$ cat src/rtl/sdse_pkg.sv
// ---------------------------------------------------------------------------
// sdse_pkg
// Shared command codes, geometry constants and the decoded command type.
// ---------------------------------------------------------------------------
package sdse_pkg;

   localparam logic [2:0] OP_DRAW   = 3'd0;
   localparam logic [2:0] OP_DOWN   = 3'd1;
   localparam logic [2:0] OP_RIGHT  = 3'd2;
   localparam logic [2:0] OP_LEFT   = 3'd3;
   localparam logic [2:0] OP_HIRES  = 3'd4;
   localparam logic [2:0] OP_LORES  = 3'd5;
   localparam logic [2:0] OP_READ   = 3'd6;

   localparam int WORD_BITS  = 16;
   localparam int LO_WIDTH   = 64;
   localparam int LO_HEIGHT  = 32;
   localparam int LO_WORDS   = LO_WIDTH / WORD_BITS;
   localparam int SHIFT_STEP = 4;
   localparam int CMDQ_DEPTH = 2;

   // command as it leaves the front end
   typedef struct packed {
      logic [2:0]  op;
      logic        hires;   // resolution flag after this command
      logic        skip;    // draw row lands below the bottom edge
      logic [7:0]  x;       // wrapped start column for draw, raw column for read
      logic [7:0]  y;       // target row for draw, raw row for read
      logic [15:0] bits;
      logic [3:0]  amt;
   } cmd_type;

endpackage

$ cat src/rtl/sdse_front.sv
// ---------------------------------------------------------------------------
// sdse_front
// Command decode: wraps draw positions against the active screen and tracks
// the resolution flag in command order.
// ---------------------------------------------------------------------------
module sdse_front import sdse_pkg::*; #(
   parameter int HI_WIDTH  = 128,
   parameter int HI_HEIGHT = 64
) (
   input  logic        clock,
   input  logic        reset,
   input  logic        accept,
   input  logic [2:0]  req_opcode,
   input  logic [7:0]  req_pos_x,
   input  logic [7:0]  req_pos_y,
   input  logic [3:0]  req_row_index,
   input  logic [15:0] req_sprite_row,
   input  logic [3:0]  req_scroll_amount,
   output cmd_type     cmd
);

   logic        hires_ff;
   logic        hires_in;
   logic [11:0] span_w;
   logic [11:0] span_h;
   logic [7:0]  x_start;
   logic [7:0]  y_row;

   // remainder by restoring subtraction, quotient is at most 7 here
   function automatic logic [7:0] wrap_pos(input logic [7:0] v, input logic [11:0] span);
      logic [11:0] r;
      r = {4'b0, v};
      for (int k = 2; k >= 0; k--) begin
         if (r >= (span << k)) begin
            r = r - (span << k);
         end
      end
      return r[7:0];
   endfunction

   always_comb begin
      span_w  = hires_ff ? 12'(HI_WIDTH) : 12'(LO_WIDTH);
      span_h  = hires_ff ? 12'(HI_HEIGHT) : 12'(LO_HEIGHT);
      x_start = wrap_pos(req_pos_x, span_w);
      y_row   = wrap_pos(req_pos_y, span_h) + {4'b0, req_row_index};

      cmd.op   = req_opcode;
      cmd.bits = req_sprite_row;
      cmd.amt  = req_scroll_amount;
      cmd.skip = 1'b0;
      cmd.x    = req_pos_x;
      cmd.y    = req_pos_y;
      if (req_opcode == OP_DRAW) begin
         cmd.x    = x_start;
         cmd.y    = y_row;
         cmd.skip = {4'b0, y_row} >= span_h;
      end

      case (req_opcode)
         OP_HIRES: cmd.hires = 1'b1;
         OP_LORES: cmd.hires = 1'b0;
         default:  cmd.hires = hires_ff;
      endcase

      hires_in = accept ? cmd.hires : hires_ff;
   end

   always_ff @(posedge clock) begin
      if (reset) begin
         hires_ff <= 1'b0;
      end else begin
         hires_ff <= hires_in;
      end
   end

endmodule

$ cat config.mk
export PLATFORM = sky130hd
export DESIGN_NAME = sdse_front
export DESIGN_NICKNAME = d
export VERILOG_FILES = /design/src/rtl/sdse_pkg.sv /design/src/rtl/sdse_front.sv
export SDC_FILE = /design/constraint.sdc
export NUM_CORES = 1
export LEC_CHECK = 0
export ABC_AREA = 1
export BUFFER_PORTS_ARGS = -buffer_cell sky130_fd_sc_hd__clkbuf_2
export CAP_MARGIN = 20
export CORE_ASPECT_RATIO = 0.8
export CORE_MARGIN = 2
export CORE_UTILIZATION = 29
export CTS_CLUSTER_SIZE = 14
export DETAILED_ROUTE_END_ITERATION = 10
export PLACE_DENSITY = 0.71
export SKIP_LAST_GASP = 1
export SLEW_MARGIN = 20
export SYNTH_ARGS = -nofsm -noshare
export SYNTH_HDL_FRONTEND = slang
export SYNTH_SLANG_ARGS = --single-unit
$ cat constraint.sdc
create_clock -name clock -period 6.63 [get_ports clock]
set_input_delay 0.9945 -clock clock [delete_from_list [all_inputs] [get_ports clock]]
set_output_delay 0.9945 -clock clock [all_outputs]
set_load 0.01 [all_outputs]
# After elaboration in Yosys (flattened, before gate mapping)
# Index checks and enable logic that the tools add are counted.
op_classes:
  addsub: 7
  magnitude_cmp: 7
  n_eq_ne: 2
  mux: 10
  reduce_logical: 1
op_table:
  columns: ["cell", "count"]
  rows:
  - ["$mux 12", 4]
  - ["$ge 12x8->1", 2]
  - ["$mux 8", 3]
  - ["$mux 17", 1]
  - ["$ge 12x7->1", 1]
  - ["$ge 12x9->1", 1]
  - ["$sub 12x8->12", 1]
  - ["$sub 12x9->12", 1]
  - ["$sub 8x10->11", 1]
  - ["$ge 8x10->1", 1]
  - ["$sub 8x9->10", 1]
  - ["$ge 8x9->1", 1]
  - ["$add 8x4->8", 1]
  - ["$ge 8x7->1", 1]
  - ["$sub 8x7->8", 1]
  - ["$sub 8x8->8", 1]
  - ["$mux 7", 1]
  - ["$eq 3x3->1 const B", 2]
  - ["$logic_not 3->1", 1]
  - ["$pmux 1 s2", 1]
totals:
  ff_bits: 1
  word_cells: 28

# Depth between registers and ports, before layout
depth:
  ltp_word: 10
  depth_mapped: 20

# Worst setup path before layout
# OpenSTA, ideal clock, no wires.
synth_path:
  kind: "input-to-output"
  startpoint: "input req_pos_y[6]"
  endpoint: "output cmd[36] (netlist name)"
  t_arrival_ns: 2.810
  t_required_ns: 5.635
  path_slack_ns: 2.826
  cell_stages: 20
  cell_sequence: "nand2_1 inv_1 ha_1 inv_1 nor2_1 nor2_1 o21ai_1 nand2_2 nand2_4 or2_1 nand2_2 ha_1 nand3b_1 nor2_1 nand3_1 nand2_1 nand2_1 nand2_1 nand2_1 nand2_1"
synth_lines:
  columns: ["item", "line_no", "text"]
  rows:
  - ["start, declared", "sdse_front.sv:15", "input logic [7:0] req_pos_y,"]
  - ["end, declared", "sdse_front.sv:19", "output cmd_type cmd"]

==> flow_summary.ini <==
[worst_setup_path]
r2r_slack_ns = 5.53
cpLargestDelayFamily = simple AND/OR/NAND/NOR gates
crit_slowest_cell = ha_1
cp_cell_sequence = clkbuf_2, nand2_1, inv_1, ha_1, inv_1, nor2_1, nor2_1, o21ai_1, nand2_2, nand2_4, or2_1, nand2_2, ha_1, nand3b_1, nor2_1, nand3_1, nand2_1, nand2_1, nand2_1, nand2_1, nand2_1, clkbuf_2
crit_fanout = 6
worstReg2RegStart = hires_ff
cpPeakStageDelay_ns = 0.30
reg2reg_to = hires_ff
worstSetupStartpointType = input pin
reg2regPathDepth = 4
criticalPathCategory = in -> out
crit_top_cell = nand2_1
crit_buf_inv = 4
cp-end-kind = output pin
crit_arrival_ns = 3.15
crit_required_ns = 5.64

[timing]
fmax_ghz = 0.242
setup_viol = 0
slew_headroom_pct = 73.0
worstMarginPinSlew_ns = 0.404
fin_crit_sh_pct = 62.5
hold_viol = 0
min_period_ns = 4.14
final.setup.tns_ns = 0
finClkSkew_ns = 0
grt_setup_unrepaired = false
report.final.slew_viol_count = 0

[grt]
grt_overflow_total = 0
grt_usage_pct = 10.9
grt_pass1_wl_um = 4000
grt_pass1_vias = 964
grt_max_degree = 14
antenna_found_initial = 0

[status]
outcome = finished clean

[cells_and_area]
largest_reg_flops = 1
layout-drive-gt1-share_pct = 27.9
fillers = 431
antennaDiodeCount = 0
seqCellArea_um2 = 20.0
top_register = hires_ff
syn2layout_area_growth_pct = 5.56
final_common_cell = nand2_1
finalNetCount = 272
top_regs = hires_ff: 1 flops
multi_input_area_um2 = 758
layout_common_cells = 48 x nand2_1, 46 x clkbuf_2, 32 x inv_1

[logic_synthesis]
syn-num-nets = 254
async_flop_share_pct = 0
ys_ff_latch = 1
synth_top_area_cell = buf_4
synthesis.area_mm2 = 0.00112
yosysWarnings = 0
ys_seq_area_share_pct = 1.78
synth-edff-count = 0
syn_inst = 192
netlist.area_leader.share_pct = 19.4
synth_area_leaders = buf_4 19%, nand2_1 16%, ha_1 14%, inv_1 11%, nand3_1 6.7%
yosys_most_used_dff = dfxtp_1
synth_area_per_cell_um2 = 5.86
synth_cell_type_count = 25

[power]
peakVddDrop_mv = 0.0307
total_power_w = 0.000104
combPwrFrac_pct = 92.5
p_leak_nw = 0.753
switching_share_pct = 56.2
power_density_mw_per_mm2 = 87.9
p_int_w = 0.0000457
pwr-share-clk_pct = 0
p_seq_share_pct = 7.5
p_sw_w = 0.0000587

[clocking]
post_cts_resized = 0
post_cts.repair.setup_buffers = 0
postCtsHoldBufs = 0
path_clk_slew_ns = 0
insertion_delay_ns = 0

[floorplan]
fp.dieArea_mm2 = 0.00440
fp-row-count = 20
start_util_pct = 30.0
die_w_um = 73.6
core_area_mm2 = 0.00375
die_y_um = 59.7
io_pins = 87

[min_path]
hold_class = reg -> reg
min_from = hires_ff
holdPathEnd = hires_ff
min_path_cells = 4

[drt]
drt.antenna.violating_nets = 0
wire_per_inst_um = 9.70
viasPerCell = 4.45
vias = 1121
route.detailed.drc = 0
drtIter0Drc = 25
wl_um = 2440
drt_pass1_iterations = 4

[placement]
port_buffers = 46
dp_hpwl_um = 2130
finalWeightedCongestion = 0.796

[flow_run]
maxCapViolCount = 0
## kinds of logic (layout without fill, tap and decap cells)
kind of cell / Yosys count / in the layout / synth area share (%)
compound gates: 12 / 12 / 5.90
xor+xnor: 1 / 1 / 0.779
fa+ha+maj: 16 / 16 / 19.8
buf+inv: 63 / 79 / 30.8
flops: 1 / 1 / 1.78
simple gates: 99 / 99 / 40.9
## routing by layer
metal | part of all wire, % | track usage [%]
met5 | 0 | 0
met4 | 0.41 | 1.04
met3 | 6.4 | 0.675
met2 | 47 | 20.0
met1 | 46 | 14.5
## worst max-delay path by stage
stage                       startpoint       to  slack (ns)  cells past startpoint
after floorplan           req_pos_y[6]  cmd[36]        2.83                     20
final                     req_pos_y[6]  cmd[36]        2.49                     22
after CTS                 req_pos_y[6]  cmd[36]        2.49                     22
after global placement    req_pos_y[6]  cmd[36]        2.54                     22
after detailed placement  req_pos_y[6]  cmd[36]        2.50                     22
after global routing      req_pos_y[6]  cmd[36]        2.20                     22
## synth_stat cells, types with 2 or more instances
library cell / instances
nand2_1: 48
inv_1: 32
buf_4: 29
nor2_1: 18
nand3_1: 15
ha_1: 13
a21oi_1: 5
nand2_2: 5
fa_1: 3
nand4_1: 3
o21ai_0: 3
nand3_2: 2
nand3b_1: 2
o21ai_1: 2
or2_1: 2
## power by group through the flow
stage,sequential [W],clock [W],combinational (W)
2_1_floorplan,0.00000753,0,0.0000818
6_report,0.00000786,0,0.0000965
4_1_cts,0.00000790,0,0.0000970
5_1_grt,0.00000807,0,0.000111
3_3_place_gp,0.00000781,0,0.0000950
3_5_place_dp,0.00000791,0,0.0000962
## final cells by class
type                            instances  share of cell area, %
Inverter                               33                   10.4
Multi-Input combinational cell        128                   63.9
Sequential cell                         1                   1.69
Tap cell                               44                   4.64
Timing Repair Buffer                   46                   19.4
## through the flow
step / cells / hold slack, ns / cell area (µm²) / utilization, % / setup slack [ns]
after CTS: 252 / 0.812 / 1190 / 31.6 / 2.49
after global placement: 252 / 0.795 / 1190 / 31.6 / 2.54
after floorplan: 192 / 0.778 / 1120 / - / 2.83
after detailed placement: 252 / 0.812 / 1190 / 31.6 / 2.50
after global routing: 252 / 0.932 / 1190 / 31.6 / 2.20
final: 252 / 0.803 / 1190 / 31.6 / 2.49
## worst reg2reg max path: cells and delay by family, from the launching register on
kind	cells	cell delay (ns)
flip-flops	1	0.50
AO/OA/AOI/OAI	2	0.24
buffers and inverters	2	0.30
Note: power is estimated with default switching activity, not from simulation.
