**src/rtl/sdse_pkg.sv**
```systemverilog
// ---------------------------------------------------------------------------
// sdse_pkg
// Shared command codes, geometry constants and the decoded command type.
// ---------------------------------------------------------------------------
package sdse_pkg;

   localparam logic [2:0] OP_DRAW   = 3'd0;
   localparam logic [2:0] OP_DOWN   = 3'd1;
   localparam logic [2:0] OP_RIGHT  = 3'd2;
   localparam logic [2:0] OP_LEFT   = 3'd3;
   localparam logic [2:0] OP_HIRES  = 3'd4;
   localparam logic [2:0] OP_LORES  = 3'd5;
   localparam logic [2:0] OP_READ   = 3'd6;

   localparam int WORD_BITS  = 16;
   localparam int LO_WIDTH   = 64;
   localparam int LO_HEIGHT  = 32;
   localparam int LO_WORDS   = LO_WIDTH / WORD_BITS;
   localparam int SHIFT_STEP = 4;
   localparam int CMDQ_DEPTH = 2;

   // command as it leaves the front end
   typedef struct packed {
      logic [2:0]  op;
      logic        hires;   // resolution flag after this command
      logic        skip;    // draw row lands below the bottom edge
      logic [7:0]  x;       // wrapped start column for draw, raw column for read
      logic [7:0]  y;       // target row for draw, raw row for read
      logic [15:0] bits;
      logic [3:0]  amt;
   } cmd_type;

endpackage

```
**src/rtl/sdse_cmdq.sv**
```systemverilog
// ---------------------------------------------------------------------------
// sdse_cmdq
// Short command queue between the decode front end and the store engine.
// ---------------------------------------------------------------------------
module sdse_cmdq import sdse_pkg::*; (
   input  logic    clock,
   input  logic    reset,
   input  logic    push,
   input  cmd_type din,
   input  logic    pop,
   output logic    full,
   output logic    empty,
   output cmd_type head
);

   localparam int PTR_W = (CMDQ_DEPTH > 1) ? $clog2(CMDQ_DEPTH) : 1;
   localparam int CNT_W = $clog2(CMDQ_DEPTH + 1);

   cmd_type          entries_ff [CMDQ_DEPTH];
   logic [PTR_W-1:0] wr_ptr_ff, wr_ptr_in;
   logic [PTR_W-1:0] rd_ptr_ff, rd_ptr_in;
   logic [CNT_W-1:0] count_ff, count_in;
   logic             do_push;
   logic             do_pop;

   function automatic logic [PTR_W-1:0] next_ptr(input logic [PTR_W-1:0] p);
      if (p == PTR_W'(CMDQ_DEPTH - 1)) begin
         return '0;
      end
      return p + PTR_W'(1);
   endfunction

   always_comb begin
      full      = count_ff == CNT_W'(CMDQ_DEPTH);
      empty     = count_ff == '0;
      do_push   = push && !full;
      do_pop    = pop && !empty;
      head      = entries_ff[rd_ptr_ff];
      wr_ptr_in = do_push ? next_ptr(wr_ptr_ff) : wr_ptr_ff;
      rd_ptr_in = do_pop ? next_ptr(rd_ptr_ff) : rd_ptr_ff;
      count_in  = count_ff;
      if (do_push && !do_pop) begin
         count_in = count_ff + CNT_W'(1);
      end else if (do_pop && !do_push) begin
         count_in = count_ff - CNT_W'(1);
      end
   end

   always_ff @(posedge clock) begin
      if (reset) begin
         wr_ptr_ff <= '0;
         rd_ptr_ff <= '0;
         count_ff  <= '0;
      end else begin
         wr_ptr_ff <= wr_ptr_in;
         rd_ptr_ff <= rd_ptr_in;
         count_ff  <= count_in;
      end
   end

   always_ff @(posedge clock) begin
      if (do_push) begin
         entries_ff[wr_ptr_ff] <= din;
      end
   end

endmodule

```
**config.mk**
```make
export PLATFORM = sky130hd
export DESIGN_NAME = sdse_cmdq
export DESIGN_NICKNAME = d
export VERILOG_FILES = /design/src/rtl/sdse_pkg.sv /design/src/rtl/sdse_cmdq.sv
export SDC_FILE = /design/constraint.sdc
export NUM_CORES = 1
export LEC_CHECK = 0
export ABC_AREA = 0
export ABC_CLOCK_PERIOD_IN_PS = 2350
export BUFFER_PORTS_ARGS = -buffer_cell sky130_fd_sc_hd__buf_2
export CORE_MARGIN = 1
export CORE_UTILIZATION = 47
export CTS_BUF_LIST = sky130_fd_sc_hd__clkbuf_4 sky130_fd_sc_hd__clkbuf_8
export CTS_CLUSTER_SIZE = 24
export DETAILED_ROUTE_END_ITERATION = 6
export GPL_TIMING_DRIVEN = 0
export PLACE_DENSITY = 0.75
export SLEW_MARGIN = 0
export SYNTH_ARGS = -nofsm -noshare
export SYNTH_HDL_FRONTEND = slang
export SYNTH_SLANG_ARGS = --single-unit
```
**constraint.sdc**
```tcl
create_clock -name clock -period 2.35 [get_ports clock]
set_input_delay 0.47 -clock clock [delete_from_list [all_inputs] [get_ports clock]]
set_output_delay 0.47 -clock clock [all_outputs]
set_load 0.05 [all_outputs]
```
### Word level (Yosys, flattened, before mapping)

Memories as Yosys holds them, arrays and structs flattened. A register that Yosys moved wholly into a read port is not among the register bits.
Index checks and enable logic that the tools add are counted.

| word-level totals | value |
|---|---|
| bits of input ports | 45 |
| register bits | 4 |
| memories | 1 |
| bits in writable memories | 82 |
| output and inout bits | 43 |
| word-level logic and storage cells | 31 |

Memory list:

| name | depth | width | rd ports | clocked after Yosys merged registers in | wr ports | line | text |
|---|---|---|---|---|---|---|---|
| entries_ff | 2 | 41 | 1 | 1 | 1 | sdse_cmdq.sv:19 | `cmd_type entries_ff [CMDQ_DEPTH];` |

| cells by class | value |
|---|---|
| equal/unequal tests | 1 |
| mux-type cells | 12 |
| add/sub/neg operators | 4 |
| reductions and logical operators | 10 |

Operators with widths:

| kind | count |
|---|---|
| two-way mux 1 bit | 10 |
| logical AND 1 bit | 4 |
| zero test 1 bit | 4 |
| two-way mux 2 bit | 2 |
| adder 1 bit (second input constant) | 2 |
| adder 2 x 1 -> 2 bit (second input constant) | 1 |
| == test 2 bit (second input constant) | 1 |
| zero test 2 bit | 1 |
| nonzero test 2 bit | 1 |
| subtractor 2 x 1 -> 2 bit (second input constant) | 1 |

### Logic depth before layout (Yosys ltp)

Gate-level depths: netlist of the first run.

| depth | value |
|---|---|
| depth after elaboration | 7 |
| mapped depth | 6 |
| gate-level depth less buffers | 6 |

### Worst setup path before layout of the first run

OpenSTA, ideal clock, no wires.

| path | value |
|---|---|
| kind | reg2reg |
| start point | register count_ff[1] |
| end point | memory entries_ff[1][0] in the netlist's numbering (enable) |
| period minus slack after synthesis | 2.136 ns |
| stages on the path, launching flop included | 4 |
| buffers on the path | 0 |
| setup time | 0.402 ns |
| arrival time | 1.733 ns |
| setup slack | 0.214 ns |
| required time | 1.948 ns |
| cell sequence | dfxtp_1 -> nor2b_2 -> nor2_1 -> and2_1 |

| on the way | value |
|---|---|
| longest elaborated chain between the ends | 5 |

Ends and longest elaborated chain:

| item | line | text |
|---|---|---|
| start, declared | sdse_cmdq.sv:22 | `logic [CNT_W-1:0] count_ff, count_in;` |
| start signal, assigned | sdse_cmdq.sv:57 | `count_ff <= count_in;` |
| == test 2 bit | sdse_cmdq.sv:34 | `full = count_ff == CNT_W'(CMDQ_DEPTH);` |
| named net full | sdse_cmdq.sv:11 | `output logic full,` |
| zero test 1 bit | sdse_cmdq.sv:36 | `do_push = push && !full;` |
| logical AND 1 bit | sdse_cmdq.sv:36 |  |
| named net do_push | sdse_cmdq.sv:23 | `logic do_push;` |
| two-way mux 1 bit | sdse_cmdq.sv:62 | `if (do_push) begin` |
| two-way mux 1 bit (not written as such) | sdse_cmdq.sv:63 | `entries_ff[wr_ptr_ff] <= din;` |
| end, declared | sdse_cmdq.sv:19 |  |

The timed path passes the listed nets, and every way through them passes these cells.

==> out/metrics.csv, run 1 <==
metric;value;unit
syn avg cell area;20.7;µm²
r2r startpoint;count_ff[0];
Sink Count;87;
Clk Tree Root Cell;clkbuf_8;
final-report setup violation count;0;
area share of fa/ha/maj cells after synthesis;0.395;%
share of cells above drive strength 1;58.0;%
Leak;1.53;nW
Max-slew headroom;40.1;%
nature of the critical path endpoint;output port;
Worst setup SP type;flip-flop;
postcts setup bufs;0;
Worst path max stage delay;0.38;ns
Post-Syn Area;0.00317;mm²
Async S/R FF share, synth;0;%
slowest CP cell;mux2_2;
EDFF count, synth;82;
Max Freq;478;MHz
skew final;0.00587;ns
Remaining DRCs;6;
cts hold-fix bufs;0;
Place WS;0.279;ns
Placement Cell Area;0.00373;mm²
syn nets;199;
Post-Route WL;5180;µm
CTS tree;built;
Power Density;1290;mW/mm²
# diodes;0;
crit share post-route;89.0;%
Die Wd;84.1;µm
vias;1655;
effective utilization at floorplan;49.3;%
final worst slack;0.259;ns
Skew-Pair Late Insertion Delay;0.33;ns
synth unique cells;14;
largest net degree at the start of global routing;42;
Worst Path Buf+Inv;3;
Hold Crit Class;input port to flip-flop;
kind of critical path;flip-flop to output port;
cell accounting for the most synthesized area;edfxtp_1;
CTS clock-pin slew for the worst setup and hold paths;0.08;ns
XOR/XNOR share of the synthesized area;0.830;%
count leader, synth;edfxtp_1;
most used cell, CP;buf_2;
failing checks;DRC;
Row Count;29;
register area share after synthesis;80.9;%
max-slew violation count;0;
cts bufs inserted;9;
first-pass GRT wire length;7750;µm
Top Family by Delay on Critical Path;buffers and inverters;
TritonRoute pass-1 iters;6;
RD Place Congestion;0.679;
crit path max fanout;10;
post-layout util;62.1;%
Design Area, Final;0.00399;mm²
Reg2Reg Setup Slack;0.40;ns
Hold Fails Final Rpt;0;
measured slew at the worst slew-check pin;0.897;ns
minimum clock period;2.09;ns
DIE HEIGHT;84.1;µm
violation count after the first detailed-route iteration;60;
Synth area leaders;edfxtp_1 78%, mux2_2 14%, dfxtp_1 3.2%;
hold_sp;din[27];
gr usage total;15.1;%
maximum vdd ir drop;1.09;mV
top post-synthesis cells by count;82 x edfxtp_1, 38 x mux2_2, 5 x buf_2, 5 x dfxtp_1, 5 x nor2_1;
CP Data Arrival Time;1.62;ns
PortBufs;87;
H-tree depth;3;
die area;0.00707;mm²
CP cell instances;buf_2, buf_2, mux2_2, buf_2;
post-synthesis mux area share;14.6;%
drt wl/cell;15.5;µm
status;finished with violations;
post-route ant nets;0;
vias in the first global route;1678;
post-DP HPWL;3420;µm
synthesized instance count;153;
Area Overhead vs Synth;26.0;%
share of the synthesized area in the top cell type;77.8;%
Yosys reg bits;87;
RSZ-0062 raised after global routing;no;
final net count;298;
top_reg_cell synth;edfxtp_1;
num ports;88;
post-cts sizing count;0;
initial antenna violation count;0;
complex-gate fraction of the synthesized area;0.790;%
Via density;4.96;
placed cells;318;
largest family of logic cells by synthesized area;multiplexers;
grt ovf;0;
Max Buffers Root-to-Sink;2;
Yosys Warn Count;0;
simple-gate share of the synthesized area;1.46;%
core area;0.00642;mm²
max-cap check violation count;0;
CP required;1.88;ns
Layout Cells excl Fill;334;
stage by stage:
step                      power, mW  setup TNS (ns)  hold WS [ns]
after floorplan                3.48               0         0.452
after global placement         3.85          -25.45         0.467
after detailed placement       3.88               0         0.494
after CTS                      5.19               0         0.298
after global routing           5.33               0         0.294
final                          5.15               0         0.317
cell usage in the layout, fill, tap and decap left out:
cell and instances:
a21oi_1 2, clkbuf_8 9, and2_2 1, inv_2 1, mux2_2 38, nor2b_2 1
nor2_1 5, clkinv_1 1, dfxtp_1 5, edfxtp_1 82, clkbuf_4 1, inv_1 1
clkinv_4 1, buf_16 1, or3_1 2, bufinv_16 4, xor2_1 3, mux2_1 3
o21ai_0 3, buf_2 92, ha_1 1
final timing paths:
check                       to  depth (start not counted)
min reg2reg          wr_ptr_ff                          2
max reg2reg  entries_ff[0][18]                          3
max                   head[28]                          4
min          entries_ff[0][27]                          1
worst register-to-register path: stages, from the launching register on:
cell	delay, ns
dfxtp_1	0.46
nor2b_2	0.10
or3_1	0.35
inv_2	0.67
sequential cells by signal, summed over array words and instances (netlist names), named ones only:
register	flops
count_ff	2
entries_ff	82
rd_ptr_ff	1
wr_ptr_ff	1
power by group:
part | switching, mW | internal [mW] | leakage (nW)
Clock | 0.492 | 0.824 | 0.132
Sequential | 0.0623 | 1.95 | 0.807
Combinational | 1.31 | 0.504 | 0.589
metal layers:
layer  global-route usage (%)  vias to the layer above  part of all wire, %
met5                        0                        -                    0
met2                     26.5                       43                   53
met4                     7.52                        0                  1.2
li1                         -                      789                    -
met1                     16.8                      818                   41
met3                     4.35                        5                  4.2
cell type report:
class / instances / area (µm²)
plain buffers: 5 / 25.0
inverters: 2 / 7.51
repair buffers: 88 / 463
multi-input cells: 59 / 573
clock buffers: 10 / 131
clock inverters: 6 / 133
flip-flops and latches: 87 / 2560
fillers: 517 / 2430
well taps: 77 / 96.3
cells by family (layout without fill, tap and decap cells):
family          after synthesis  in the layout
buf+inv                       7            111
compound gates                5              5
simple gates                  9              9
flops                        87             87
xor+xnor                      3              3
fa+ha+maj                     1              1
mux                          41             41
Power figures use the tool's default switching activity.
==> inputs of run 2 (changes only) <==
BUFFER_PORTS_ARGS = -buffer_cell sky130_fd_sc_hd__buf_4   (was -buffer_cell sky130_fd_sc_hd__buf_2)
==> out/metrics.csv, run 2 (synthesis results as in run 1) <==
metric;value;unit
most frequent cells in the layout;87 x buf_4, 82 x edfxtp_1, 38 x mux2_2;
PortBufs;87;
H-tree depth;3;
Sink Count;87;
commonest non-fill, non-tap cell in the layout;buf_4;
Leak;1.57;nW
nature of the critical path endpoint;output port;
Design Area, Final;0.00416;mm²
max-slew violation count;0;
Max Freq;479;MHz
final worst slack;0.260;ns
Layout Cells excl Fill;334;
minimum clock period;2.09;ns
Row Count;29;
skew final;0.00699;ns
final net count;298;
Top reg by flops;entries_ff;
core area;0.00642;mm²
RSZ-0062 raised after global routing;no;
initial antenna violation count;0;
Worst Hold Margin;0.307;ns
grt ovf;0;
fillers;483;
num ports;88;
CTS tree;built;
largest net degree at the start of global routing;42;
first-pass GRT wire length;8450;µm
gr usage total;16.6;%
DIE HEIGHT;84.1;µm
Place WS;0.269;ns
effective utilization at floorplan;49.3;%
post-route ant nets;0;
crit path max fanout;10;
die area;0.00707;mm²
placed cells;318;
violation count after the first detailed-route iteration;84;
Die Wd;84.1;µm
worst setup path end;head[0];
Skew-Pair Late Insertion Delay;0.34;ns
drt wl/cell;16.3;µm
CP Data Arrival Time;1.62;ns
Remaining DRCs;6;
max reg flops;82;
TritonRoute pass-1 iters;5;
Post-Route WL;5440;µm
kind of critical path;flip-flop to output port;
max-cap check violation count;0;
Placement Cell Area;0.00394;mm²
# diodes;0;
status;finished with violations;
Power Density;1240;mW/mm²
RD Place Congestion;0.717;
post-DP HPWL;3480;µm
final-report setup violation count;0;
Max Buffers Root-to-Sink;2;
failing checks;DRC;
post-cts sizing count;0;
cts bufs inserted;9;
vias;1649;
Overall Power;5.14;mW
CP required;1.88;ns
r2r startpoint;count_ff[1];
Reg2Reg Setup Slack;0.39;ns
Max-slew headroom;38.1;%
Hold Crit Class;input port to flip-flop;
Clk Tree Root Cell;clkbuf_8;
Via density;4.94;
R2R depth;3;
post-layout util;64.8;%
measured slew at the worst slew-check pin;0.928;ns
CTS clock-pin slew for the worst setup and hold paths;0.09;ns
top flop regs;entries_ff: 82 flops, count_ff: 2 flops;
share of cells above drive strength 1;58.4;%
postcts setup bufs;0;
crit share post-route;88.9;%
Hold Fails Final Rpt;0;
maximum vdd ir drop;0.744;mV
Worst setup SP type;flip-flop;
vias in the first global route;1800;
FF-to-FF End;entries_ff[0][21];
cts hold-fix bufs;0;
Area Overhead vs Synth;31.3;%
Setup Total Neg Slack;0;ns
==> run 2: report_power, final <==
| group | internal [mW] | switching [mW] |
|---|---|---|
| logic | 0.664 | 1.33 |
| registers | 1.95 | 0.0616 |
| clock network | 0.623 | 0.511 |
==> run 2: metal layers <==
metal	GRT usage, %	wire length (µm)	vias up
met5	0	0	-
met4	8.93	57	0
met3	4.55	235	5
met2	29.1	3010	38
met1	18.2	2140	814
li1	-	-	792
==> run 2: worst max-delay path, cell delays in order (launching register included) <==
cell     delay [ns]
dfxtp_1        0.31
buf_2          0.14
buf_2          0.27
mux2_2         0.37
buf_4          0.19
==> run 2: cell type report <==
cell class	count	area, µm²	share of cell area (%)
plain buffers	5	25.0	0.602
clock buffers	11	139	3.34
clock inverters	5	82.6	1.99
inverters	2	7.51	0.181
multi-input cells	59	573	13.8
flip-flops and latches	87	2560	61.6
well taps	77	96.3	2.32
repair buffers	88	673	16.2
==> run 2: worst min-delay path by stage <==
stage | start | endpoint | cells after the start
after floorplan | wr_ptr_ff | wr_ptr_ff | 2
after global routing | din[11] | entries_ff[0][11] | 1
after detailed placement | wr_ptr_ff | wr_ptr_ff | 2
final | din[39] | entries_ff[1][39] | 1
after CTS | din[1] | entries_ff[0][1] | 1
after global placement | wr_ptr_ff | wr_ptr_ff | 2
==> inputs of run 3 (changes only) <==
PLACE_DENSITY = 0.78   (was 0.75)
==> out/metrics.csv, run 3 (synthesis results as in run 1) <==
metric;value;unit
R2R depth;3;
TritonRoute pass-1 iters;6;
first-pass GRT wire length;8590;µm
crit path max fanout;10;
post-layout util;64.3;%
nature of the critical path endpoint;output port;
Sink Count;87;
CTS tree;built;
final-report setup violation count;0;
Area Overhead vs Synth;30.3;%
num ports;88;
post-DP HPWL;3510;µm
top flop regs;entries_ff: 82 flops, count_ff: 2 flops;
violation count after the first detailed-route iteration;72;
drt wl/cell;16.0;µm
kind of critical path;flip-flop to output port;
Skew-Pair Late Insertion Delay;0.34;ns
gr usage total;16.4;%
final net count;298;
Via density;4.95;
Max-slew headroom;40.5;%
Top reg by flops;entries_ff;
core area;0.00642;mm²
most frequent cells in the layout;87 x buf_4, 82 x edfxtp_1, 38 x mux2_2;
grt ovf;0;
skew final;0.00745;ns
largest net degree at the start of global routing;42;
Die Wd;84.1;µm
CP required;1.88;ns
share of cells above drive strength 1;57.2;%
DIE HEIGHT;84.1;µm
vias in the first global route;1807;
Reg2Reg Setup Slack;0.43;ns
postcts setup bufs;0;
fillers;469;
cts bufs inserted;9;
H-tree depth;3;
Post-Route WL;5360;µm
max-slew violation count;0;
hold path depth;1;
measured slew at the worst slew-check pin;0.891;ns
effective utilization at floorplan;49.3;%
Design Area, Final;0.00413;mm²
Hold Fails Final Rpt;0;
Layout Cells excl Fill;334;
Row Count;29;
Max Buffers Root-to-Sink;2;
Max Freq;477;MHz
placed cells;318;
Power Density;1210;mW/mm²
vias;1654;
PortBufs;87;
commonest non-fill, non-tap cell in the layout;buf_4;
Placement Cell Area;0.00395;mm²
# diodes;0;
cts hold-fix bufs;0;
die area;0.00707;mm²
Worst setup SP type;flip-flop;
maximum vdd ir drop;0.806;mV
minimum clock period;2.10;ns
post-route ant nets;0;
initial antenna violation count;0;
CP Data Arrival Time;1.63;ns
failing checks;DRC;
CTS clock-pin slew for the worst setup and hold paths;0.08;ns
RSZ-0062 raised after global routing;no;
crit share post-route;89.2;%
max reg flops;82;
Hold Crit Class;input port to flip-flop;
status;finished with violations;
Leak;1.57;nW
RD Place Congestion;0.652;
Clk Tree Root Cell;clkbuf_8;
Remaining DRCs;10;
post-cts sizing count;0;
max-cap check violation count;0;
[run 3: power by group]
| group | internal (mW) | switching, mW |
|---|---|---|
| Combinational | 0.668 | 1.33 |
| Sequential | 1.95 | 0.0595 |
| Clock | 0.489 | 0.489 |
| Total | 3.11 | 1.88 |
[run 3: final timing paths]
kind / endpoint / start
max: head[2] / flip-flop
min: entries_ff[1][1] / din[1]
max reg2reg: entries_ff[0][23] / count_ff[1]
min reg2reg: flip-flop / rd_ptr_ff
[run 3: worst max-delay path: stages, from the launching register on]
cell	delay (ns)
dfxtp_1	0.31
buf_2	0.15
buf_2	0.27
mux2_2	0.37
buf_4	0.19
[run 3: cell type report]
class / instances / area (µm²) / share of cell area [%]
multi-input combinational: 59 / 573 / 13.9
sequential: 87 / 2560 / 62.1
tap: 77 / 96.3 / 2.33
clock inverter: 6 / 51.3 / 1.24
inverter: 2 / 7.51 / 0.182
timing repair buffer: 88 / 681 / 16.5
clock buffer: 10 / 131 / 3.18
buffer: 5 / 25.0 / 0.606
[run 3: per-layer routing]
layer,routed length (µm),GRT usage (%),up-vias
met4,96,8.46,0
li1,-,-,787
met1,2120,18.6,799
met3,302,4.95,11
met2,2840,27.9,57
met5,0,0,-
[run 3: metrics by stage]
| step | TNS, ns | setup WS (ns) | hold slack (ns) | total power [mW] |
|---|---|---|---|---|
| 2_1_floorplan | 0 | 0.214 | 0.452 | 3.48 |
| 3_3_place_gp | -25.37 | -0.348 | 0.465 | 4.03 |
| 3_5_place_dp | 0 | 0.265 | 0.500 | 4.06 |
| 4_1_cts | 0 | 0.205 | 0.287 | 5.04 |
| 5_1_grt | 0 | 0.143 | 0.281 | 5.19 |
| 6_report | 0 | 0.253 | 0.303 | 4.98 |
